**src/rtl/imta_pkg.sv**
```systemverilog
// Shared constants, codes and the controller-to-datapath command struct of the triangle assembler.
package imta_pkg;

  localparam int BATCH_DEPTH = 32;
  localparam int ADDR_W = $clog2(BATCH_DEPTH);
  localparam int FILL_W = $clog2(BATCH_DEPTH + 1);
  // The only multiple of three for which one more list triangle no longer fits.
  localparam int LIST_FLUSH_FILL = (BATCH_DEPTH / 3) * 3;
  localparam int TAG_W = 32;
  localparam int CMD_W = 2;
  localparam int MODE_W = 2;

  localparam logic [CMD_W-1:0] CMD_BEGIN = 2'd0;
  localparam logic [CMD_W-1:0] CMD_ADD = 2'd1;
  localparam logic [CMD_W-1:0] CMD_END = 2'd2;

  localparam logic [MODE_W-1:0] MODE_LIST = 2'd0;
  localparam logic [MODE_W-1:0] MODE_STRIP = 2'd1;
  localparam logic [MODE_W-1:0] MODE_FAN = 2'd2;
  localparam logic [MODE_W-1:0] MODE_OTHER = 2'd3;

  typedef enum logic [1:0] {
    WR_TAG,
    WR_BEFORE,
    WR_HUB,
    WR_LAST
  } wr_sel_t;

  typedef struct packed {
    logic              wr_en;
    logic [ADDR_W-1:0] wr_addr;
    wr_sel_t           wr_sel;
    logic [ADDR_W-1:0] rd_addr_a;
    logic [ADDR_W-1:0] rd_addr_b;
    logic [ADDR_W-1:0] rd_addr_c;
    logic              tag_shift;
    logic              hub_capture;
  } dp_cmd_t;

endpackage

```
**src/rtl/imta_ram.sv**
```systemverilog
// Generic single-write, single-read RAM with a registered read port.
module imta_ram #(
  parameter int WIDTH = 32,
  parameter int DEPTH = 32
) (
  input  logic                     clk,
  input  logic                     we,
  input  logic [$clog2(DEPTH)-1:0] waddr,
  input  logic [WIDTH-1:0]         wdata,
  input  logic [$clog2(DEPTH)-1:0] raddr,
  output logic [WIDTH-1:0]         rdata
);

  logic [WIDTH-1:0] mem [DEPTH];

  always_ff @(posedge clk) begin
    if (we) begin
      mem[waddr] <= wdata;
    end
    rdata <= mem[raddr];
  end

endmodule

```
**src/rtl/imta_dp.sv**
```systemverilog
// Datapath: three copies of the batch store, hub and carry tag registers.
module imta_dp (
  input  logic                              clk,
  input  imta_pkg::dp_cmd_t                 cmd,
  input  logic [imta_pkg::TAG_W-1:0]        in_vertex_tag,
  output logic [imta_pkg::TAG_W-1:0]        corner_a,
  output logic [imta_pkg::TAG_W-1:0]        corner_b,
  output logic [imta_pkg::TAG_W-1:0]        corner_c
);

  logic [imta_pkg::TAG_W-1:0] hub_r;
  logic [imta_pkg::TAG_W-1:0] last_r;
  logic [imta_pkg::TAG_W-1:0] before_r;
  logic [imta_pkg::TAG_W-1:0] wdata;

  // A strip carries over the two most recently stored tags, a fan the hub and the last.
  always_ff @(posedge clk) begin
    if (cmd.tag_shift) begin
      last_r   <= in_vertex_tag;
      before_r <= last_r;
    end
    if (cmd.hub_capture) begin
      hub_r <= in_vertex_tag;
    end
  end

  always_comb begin
    case (cmd.wr_sel)
      imta_pkg::WR_TAG:    wdata = in_vertex_tag;
      imta_pkg::WR_BEFORE: wdata = before_r;
      imta_pkg::WR_HUB:    wdata = hub_r;
      imta_pkg::WR_LAST:   wdata = last_r;
      default:             wdata = in_vertex_tag;
    endcase
  end

  // Every copy takes the same writes so that all three corners read at once.
  imta_ram #(.WIDTH(imta_pkg::TAG_W), .DEPTH(imta_pkg::BATCH_DEPTH)) u_ram_a (
    .clk   (clk),
    .we    (cmd.wr_en),
    .waddr (cmd.wr_addr),
    .wdata (wdata),
    .raddr (cmd.rd_addr_a),
    .rdata (corner_a)
  );

  imta_ram #(.WIDTH(imta_pkg::TAG_W), .DEPTH(imta_pkg::BATCH_DEPTH)) u_ram_b (
    .clk   (clk),
    .we    (cmd.wr_en),
    .waddr (cmd.wr_addr),
    .wdata (wdata),
    .raddr (cmd.rd_addr_b),
    .rdata (corner_b)
  );

  imta_ram #(.WIDTH(imta_pkg::TAG_W), .DEPTH(imta_pkg::BATCH_DEPTH)) u_ram_c (
    .clk   (clk),
    .we    (cmd.wr_en),
    .waddr (cmd.wr_addr),
    .wdata (wdata),
    .raddr (cmd.rd_addr_c),
    .rdata (corner_c)
  );

endmodule

```
**src/rtl/imta_ctrl.sv**
```systemverilog
// Controller: command decode, fill count, flush sequencing and carry-over writes.
module imta_ctrl (
  input  logic                               clk,
  input  logic                               rst_n,
  input  logic                               start,
  output logic                               busy,
  input  logic [imta_pkg::CMD_W-1:0]         in_command,
  input  logic                               cfg_wr_en,
  input  logic [imta_pkg::MODE_W-1:0]        cfg_wr_data,
  output imta_pkg::dp_cmd_t                  cmd,
  output logic                               out_valid,
  output logic                               out_last_of_run
);

  localparam int FW = imta_pkg::FILL_W;
  localparam int EW = imta_pkg::FILL_W + 1;
  localparam int AW = imta_pkg::ADDR_W;

  typedef enum logic [1:0] {
    ST_IDLE,
    ST_FLUSH,
    ST_CARRY0,
    ST_CARRY1
  } state_t;

  state_t                       state_r, state_nxt;
  logic [FW-1:0]                fill_r, fill_nxt;
  logic [FW-1:0]                idx_r, idx_nxt;
  logic                         carry_r, carry_nxt;
  logic                         hub_pending_r, hub_pending_nxt;
  logic [imta_pkg::MODE_W-1:0]  mode_r, mode_nxt;
  logic                         out_valid_nxt;
  logic                         out_last_nxt;

  always_comb begin
    logic          accept;
    logic          is_list;
    logic          odd;
    logic [FW-1:0] new_fill;
    logic [EW-1:0] n_ext;
    logic [EW-1:0] i1;
    logic [EW-1:0] i2;
    logic          tri_ok;
    logic          is_last;

    accept   = start && (state_r == ST_IDLE);
    is_list  = (mode_r == imta_pkg::MODE_LIST);
    odd      = idx_r[0];
    new_fill = fill_r + FW'(1);
    n_ext    = {1'b0, fill_r};
    i1       = {1'b0, idx_r} + EW'(1);
    i2       = {1'b0, idx_r} + EW'(2);
    tri_ok   = (mode_r != imta_pkg::MODE_OTHER) && (i2 < n_ext);
    is_last  = is_list ? ({1'b0, idx_r} + EW'(5) >= n_ext)
                       : ({1'b0, idx_r} + EW'(3) >= n_ext);

    state_nxt       = state_r;
    fill_nxt        = fill_r;
    idx_nxt         = idx_r;
    carry_nxt       = carry_r;
    hub_pending_nxt = hub_pending_r;
    mode_nxt        = cfg_wr_en ? cfg_wr_data : mode_r;
    out_valid_nxt   = 1'b0;
    out_last_nxt    = 1'b0;

    cmd.wr_en       = 1'b0;
    cmd.wr_addr     = fill_r[AW-1:0];
    cmd.wr_sel      = imta_pkg::WR_TAG;
    cmd.tag_shift   = 1'b0;
    cmd.hub_capture = 1'b0;

    // Corner addresses for the triangle at the current index.
    cmd.rd_addr_a = idx_r[AW-1:0];
    cmd.rd_addr_b = i1[AW-1:0];
    cmd.rd_addr_c = i2[AW-1:0];
    if (mode_r == imta_pkg::MODE_STRIP && odd) begin
      cmd.rd_addr_b = i2[AW-1:0];
      cmd.rd_addr_c = i1[AW-1:0];
    end else if (mode_r == imta_pkg::MODE_FAN) begin
      cmd.rd_addr_a = i1[AW-1:0];
      cmd.rd_addr_b = i2[AW-1:0];
      cmd.rd_addr_c = '0;
    end

    case (state_r)
      ST_IDLE: begin
        if (accept) begin
          case (in_command)
            imta_pkg::CMD_BEGIN: begin
              fill_nxt        = '0;
              hub_pending_nxt = (mode_r == imta_pkg::MODE_FAN);
            end
            imta_pkg::CMD_ADD: begin
              // A full store can only happen after a mode change; the vertex is dropped.
              if (fill_r < FW'(imta_pkg::BATCH_DEPTH)) begin
                cmd.wr_en       = 1'b1;
                cmd.tag_shift   = 1'b1;
                cmd.hub_capture = hub_pending_r;
                hub_pending_nxt = 1'b0;
                fill_nxt        = new_fill;
                if (is_list ? (new_fill == FW'(imta_pkg::LIST_FLUSH_FILL))
                            : (new_fill == FW'(imta_pkg::BATCH_DEPTH))) begin
                  state_nxt = ST_FLUSH;
                  idx_nxt   = '0;
                  carry_nxt = (mode_r == imta_pkg::MODE_STRIP) ||
                              (mode_r == imta_pkg::MODE_FAN);
                end
              end
            end
            imta_pkg::CMD_END: begin
              state_nxt = ST_FLUSH;
              idx_nxt   = '0;
              carry_nxt = 1'b0;
            end
            default: begin
            end
          endcase
        end
      end
      ST_FLUSH: begin
        if (tri_ok) begin
          out_valid_nxt = 1'b1;
          out_last_nxt  = is_last;
          idx_nxt       = idx_r + (is_list ? FW'(3) : FW'(1));
        end
        if (!tri_ok || is_last) begin
          if (carry_r) begin
            state_nxt = ST_CARRY0;
            fill_nxt  = FW'(2);
          end else begin
            state_nxt = ST_IDLE;
            fill_nxt  = '0;
          end
        end
      end
      ST_CARRY0: begin
        cmd.wr_en   = 1'b1;
        cmd.wr_addr = '0;
        cmd.wr_sel  = (mode_r == imta_pkg::MODE_STRIP) ? imta_pkg::WR_BEFORE
                                                       : imta_pkg::WR_HUB;
        state_nxt   = ST_CARRY1;
      end
      ST_CARRY1: begin
        cmd.wr_en   = 1'b1;
        cmd.wr_addr = AW'(1);
        cmd.wr_sel  = imta_pkg::WR_LAST;
        state_nxt   = ST_IDLE;
      end
      default: begin
        state_nxt = ST_IDLE;
      end
    endcase
  end

  always_ff @(posedge clk) begin
    if (!rst_n) begin
      state_r       <= ST_IDLE;
      fill_r        <= '0;
      idx_r         <= '0;
      carry_r       <= 1'b0;
      hub_pending_r <= 1'b0;
      mode_r        <= imta_pkg::MODE_LIST;
      out_valid     <= 1'b0;
      out_last_of_run <= 1'b0;
    end else begin
      state_r       <= state_nxt;
      fill_r        <= fill_nxt;
      idx_r         <= idx_nxt;
      carry_r       <= carry_nxt;
      hub_pending_r <= hub_pending_nxt;
      mode_r        <= mode_nxt;
      out_valid     <= out_valid_nxt;
      out_last_of_run <= out_last_nxt;
    end
  end

  assign busy = (state_r != ST_IDLE);

endmodule

```
**src/rtl/immediate_mode_triangle_assembler_top.sv**
```systemverilog
// Top level of the immediate-mode triangle assembler: controller plus datapath.
//
// A command is transferred at a rising edge with start high and busy low.
// Begin clears the batch, add stores in_vertex_tag, end flushes the batch.
// cfg_wr_en with cfg_wr_data selects list, strip, fan or buffer-only mode;
// write it only while the block is idle.
// Begin, a plain add and an unknown command keep busy low,
// so such transfers can follow every cycle.
// A flush (end, or an add that fills the batch) raises busy. Triangles leave
// one per cycle, each for a single cycle marked by out_valid; the first
// follows the flush state's registered reads; out_last_of_run marks the last.
// A flush holds busy through the flush state, which emits the triangles, and,
// when a strip or fan rewrites its two carried vertices, through the carry
// states ST_CARRY0 and ST_CARRY1; the single write port of the batch store
// puts those two writes in separate states.
// The receiver cannot stall: every result must be taken when it is shown.
// Reset (rst_n low, synchronous) empties the batch and selects list mode;
// stored tags are not cleared.
module immediate_mode_triangle_assembler_top (
  input  logic                               clk,
  input  logic                               rst_n,
  input  logic                               start,
  output logic                               busy,
  input  logic [imta_pkg::CMD_W-1:0]         in_command,
  input  logic [imta_pkg::TAG_W-1:0]         in_vertex_tag,
  input  logic                               cfg_wr_en,
  input  logic [imta_pkg::MODE_W-1:0]        cfg_wr_data,
  output logic                               out_valid,
  output logic [imta_pkg::TAG_W-1:0]         out_corner_a,
  output logic [imta_pkg::TAG_W-1:0]         out_corner_b,
  output logic [imta_pkg::TAG_W-1:0]         out_corner_c,
  output logic                               out_last_of_run
);

  imta_pkg::dp_cmd_t dp_cmd;

  imta_ctrl u_ctrl (
    .clk             (clk),
    .rst_n           (rst_n),
    .start           (start),
    .busy            (busy),
    .in_command      (in_command),
    .cfg_wr_en       (cfg_wr_en),
    .cfg_wr_data     (cfg_wr_data),
    .cmd             (dp_cmd),
    .out_valid       (out_valid),
    .out_last_of_run (out_last_of_run)
  );

  imta_dp u_dp (
    .clk           (clk),
    .cmd           (dp_cmd),
    .in_vertex_tag (in_vertex_tag),
    .corner_a      (out_corner_a),
    .corner_b      (out_corner_b),
    .corner_c      (out_corner_c)
  );

endmodule
```
**config.mk**
```make
export PLATFORM = sky130hd
export DESIGN_NAME = immediate_mode_triangle_assembler_top
export DESIGN_NICKNAME = d
export VERILOG_FILES = /design/src/rtl/imta_pkg.sv /design/src/rtl/imta_ram.sv /design/src/rtl/imta_dp.sv /design/src/rtl/imta_ctrl.sv /design/src/rtl/immediate_mode_triangle_assembler_top.sv
export SDC_FILE = /design/constraint.sdc
export NUM_CORES = 2
export LEC_CHECK = 0
export ABC_CLOCK_PERIOD_IN_PS = 4900
export BUFFER_PORTS_ARGS = -buffer_cell sky130_fd_sc_hd__buf_2
export CELL_PAD_IN_SITES_DETAIL_PLACEMENT = 1
export CELL_PAD_IN_SITES_GLOBAL_PLACEMENT = 1
export CORE_ASPECT_RATIO = 0.6
export CORE_UTILIZATION = 48
export DETAILED_ROUTE_END_ITERATION = 16
export PLACE_DENSITY = 0.88
export SYNTH_ARGS = -nofsm -noshare
export SYNTH_HDL_FRONTEND = slang
export SYNTH_SLANG_ARGS = --single-unit
```
**constraint.sdc**
```tcl
create_clock -name clk -period 4.9 [get_ports clk]
set_input_delay 0.245 -clock clk [delete_from_list [all_inputs] [get_ports clk]]
set_output_delay 0.245 -clock clk [all_outputs]
set_load 0.005 [all_outputs]
```
==> run summary <==
Int Pwr - 17,900 µW
Sw frac - 24.4%
Startpoint types - flop
Clock power frac - 42.5%
Wire per inst - 37.8 µm
Mapped Nets - 5,216
RSZ-0062 raised after global routing - false
Leakage - 0.0273 µW
Top sig layer - met5
Post-CTS Setup Bufs - 0
Top-count cell post-synth - edfxtp_1
Min Tclk post-route - 4280 ps
R2R cell count - 9
Register area share after synthesis - 53.7%
Pin count of the biggest net entering global routing - 114
Total number of yosys warnings - 0
Placed cell areas - 0.0704 mm²
Placed insts - 6,829
Status - finished clean
Post-synth top cells - 1,120 x edfxtp_1, 1,064 x mux2i_1, 828 x nand2_1
Std cell rows - 105
CTS tree - yes
TritonCTS buffer count - 118
DIE WIDTH - 484 µm
Final Non-Filler Cells - 7,102
WL final - 268,000 µm
Synth Flop Type - edfxtp_1
Vias - 52,499
Clk pin slew, worst setup/hold paths - 70 ps
Post-detail-place hpwl - 159,000 µm
Via density - 7.39
Hold Path Depth - 6
Metal2 WL - 116,000 µm
Syn avg cell area - 13.0 µm²
TritonRoute pass-1 iters - 8
Library cells used by synthesis - 62
Psw - 5790 µW
Area share of the largest cell type after synthesis - 50.2%
Area of the core - 0.138 mm²
Min-Delay Startpoint - in_command[0]
RR Startpoint - u_ctrl.idx_r[1]$_SDFFE_PN0P_
Crit Path Max Fanout - 46
Met3 wire length - 35,900 µm
Die boundary height - 291 µm
Iter 0 DRT Violations - 8,426
Cell taking the most area after synthesis - edfxtp_1
Clk sinks - 1,236
GRT Residual Overflow - 0
Clock latency on the worst-skew pair - 800 ps
Ports - 139
Drt drc - 0
Crit path DAT - 4910 ps
RePlAce Congestion - 0.877
Pwr/cell area - 316 mW/mm²
Final #Nets - 5,245
Seq pwr share - 49.3%
Mapped Cells - 5,142
Clk buf depth - 3
First-pass GRT wire length - 384,000 µm
Synth area leaders - edfxtp_1 50%, mux2i_1 16%, mux4_2 8.6%, nand2_1 4.6%, dfxtp_1 3.5%
Fin Setup TNS - 0 ps
Worst min path class - in -> reg
Crit path from - u_ctrl.idx_r[1]$_SDFFE_PN0P_
Final period util - 87.4%
Starting Density - 48.7%
Root Buffer - clkbuf_16
Fin. max-slew vios - 0
Asr flop ratio synth - 0%
Synthesized area - 0.0670 mm²
Critical path type - reg -> reg
Post-synth EDFFs - 1,120
Number of max-cap violations - 0
Crit path capture type - flop
Setup violators final - 0
Final core utilization - 54.5%
Share of layout cells above drive strength 1 - 16.7%
P&R area growth vs syn - 12.0%
Die ar. - 0.141 mm²
M1 wire length - 99,100 µm
FILL cells - 13,365
Worst EP required - 5530 ps
Post-route cell area - 0.0750 mm²
Seq cells post-synth - 1,236
Relative slew margins - 11.6%
Tot GR Track Use - 37.3%
CTS H-tree depth - 3
Worst-margin pin slew - 1320 ps
I/O Buffers - 138
Fmax - 234 MHz
Final Hold Fails - 0
Worst vdd ir - 365 µV
Antenna-violating nets left - 0
Logic pwr share - 8.2%
Vias in the first global route - 53,892
Worst Skew - 48.3 ps
Antenna violations before repair - 21
==> power by group through the flow <==
| stage | clock network, µW | logic, µW | registers [µW] |
|---|---|---|---|
| final | 10100 | 1940 | 11700 |
| after global routing | 10400 | 2010 | 11700 |
| after CTS | 10100 | 1900 | 11700 |
| after detailed placement | 0 | 1840 | 11900 |
| after global placement | 0 | 1750 | 11900 |
| after floorplan | 0 | 1240 | 11800 |
==> through the flow <==
step	setup WS (ps)	hold slack [ps]	power [µW]
after floorplan	231	344	13100
after global placement	1110	427	13700
after detailed placement	898	433	13700
after CTS	801	95.1	23600
after global routing	620	146	24100
final	620	126	23700
==> layer usage <==
metal / vias to the layer above / track usage (%)
met5: - / 0
met4: 20 / 20.9
met3: 1133 / 11.1
met2: 4498 / 55.3
met1: 26631 / 48.8
li1: 20217 / -
==> path summary, 6_finish.rpt <==
check	to	slack, ps
setup reg to reg	u_dp.u_ram_c.rdata[20]$_DFF_P_	620
hold / removal	u_ctrl.carry_r$_SDFFE_PN0P_	130
setup / recovery	u_dp.u_ram_c.rdata[20]$_DFF_P_	620
hold reg to reg	u_dp.before_r[30]$_DFFE_PP_	450
==> cell families (layout without fill, tap and decap cells) <==
logic type	count (synthesis)	count (layout)	share of synthesized area [%]
muxes	1385	1385	25.6
xor gates and xnor gates	19	19	0.248
other	0	8	0
and+or+nand+nor	1269	1269	8.32
DFF	1236	1236	53.7
buffers and inverters	454	587	3.23
adders and majority gates	34	34	0.646
AOI/OAI and AO/OA	745	745	8.26
==> critical path, stage by stage, from the launching register on <==
cell and delay [ps]:
dfxtp_1 740, inv_1 260, ha_1 650, a21o_4 700
buf_4 560, buf_4 340, nand2_1 110, nand3_1 140
a31oi_1 160, o221ai_1 370
==> layout by cell type, fill, tap and decap left out, drive strengths merged, types with 33 or more instances in the layout <==
cell type,instances
mux2i,1064
a21o,66
o221ai,193
a211oi,129
dlygate4sd3,41
and3,65
dfxtp,116
edfxtp,1120
nand2,829
o21ai,49
ha,33
a31oi,201
mux4,256
clkinv,40
a311oi,64
and2,134
nand3,139
buf,304
nor2,60
clkbuf,143
mux2,65
==> repair_timing <==
action,in CTS,in global routing
setup endpoints to repair,0,0
gates resized for setup,0,0
hold endpoints to repair,83,0
hold buffers,41,0
==> final cells by class <==
cell class              instances  area [µm²]  share of cell area, %
diodes                          8        20.0                 0.0267
clock buffers                 143        3140                   4.18
clock inverters                81        1000                   1.33
inverters                      18        67.6                 0.0901
multi-input cells            3452       29300                   39.0
flip-flops and latches       1236       36000                   47.9
well taps                    1819        2280                   3.03
repair buffers                345        3260                   4.35
==> sequential cells by signal, summed over array words and instances (netlist names), named ones only <==
name and cells:
u_ctrl.out_last_of_run 1, u_dp.u_ram_c.rdata 32, u_ctrl.out_valid 1, u_ctrl.idx_r 6, u_ctrl.hub_pending_r 1, u_ctrl.carry_r 1, u_dp.u_ram_b.rdata 32, u_ctrl.mode_r 2
u_dp.before_r 32, u_dp.u_ram_c.mem 256, u_dp.u_ram_a.rdata 32, u_dp.hub_r 32, u_dp.u_ram_b.mem 768, u_ctrl.state_r 1, u_ctrl.fill_r 6, u_dp.last_r 32
Note: power is estimated with default switching activity, not from simulation.
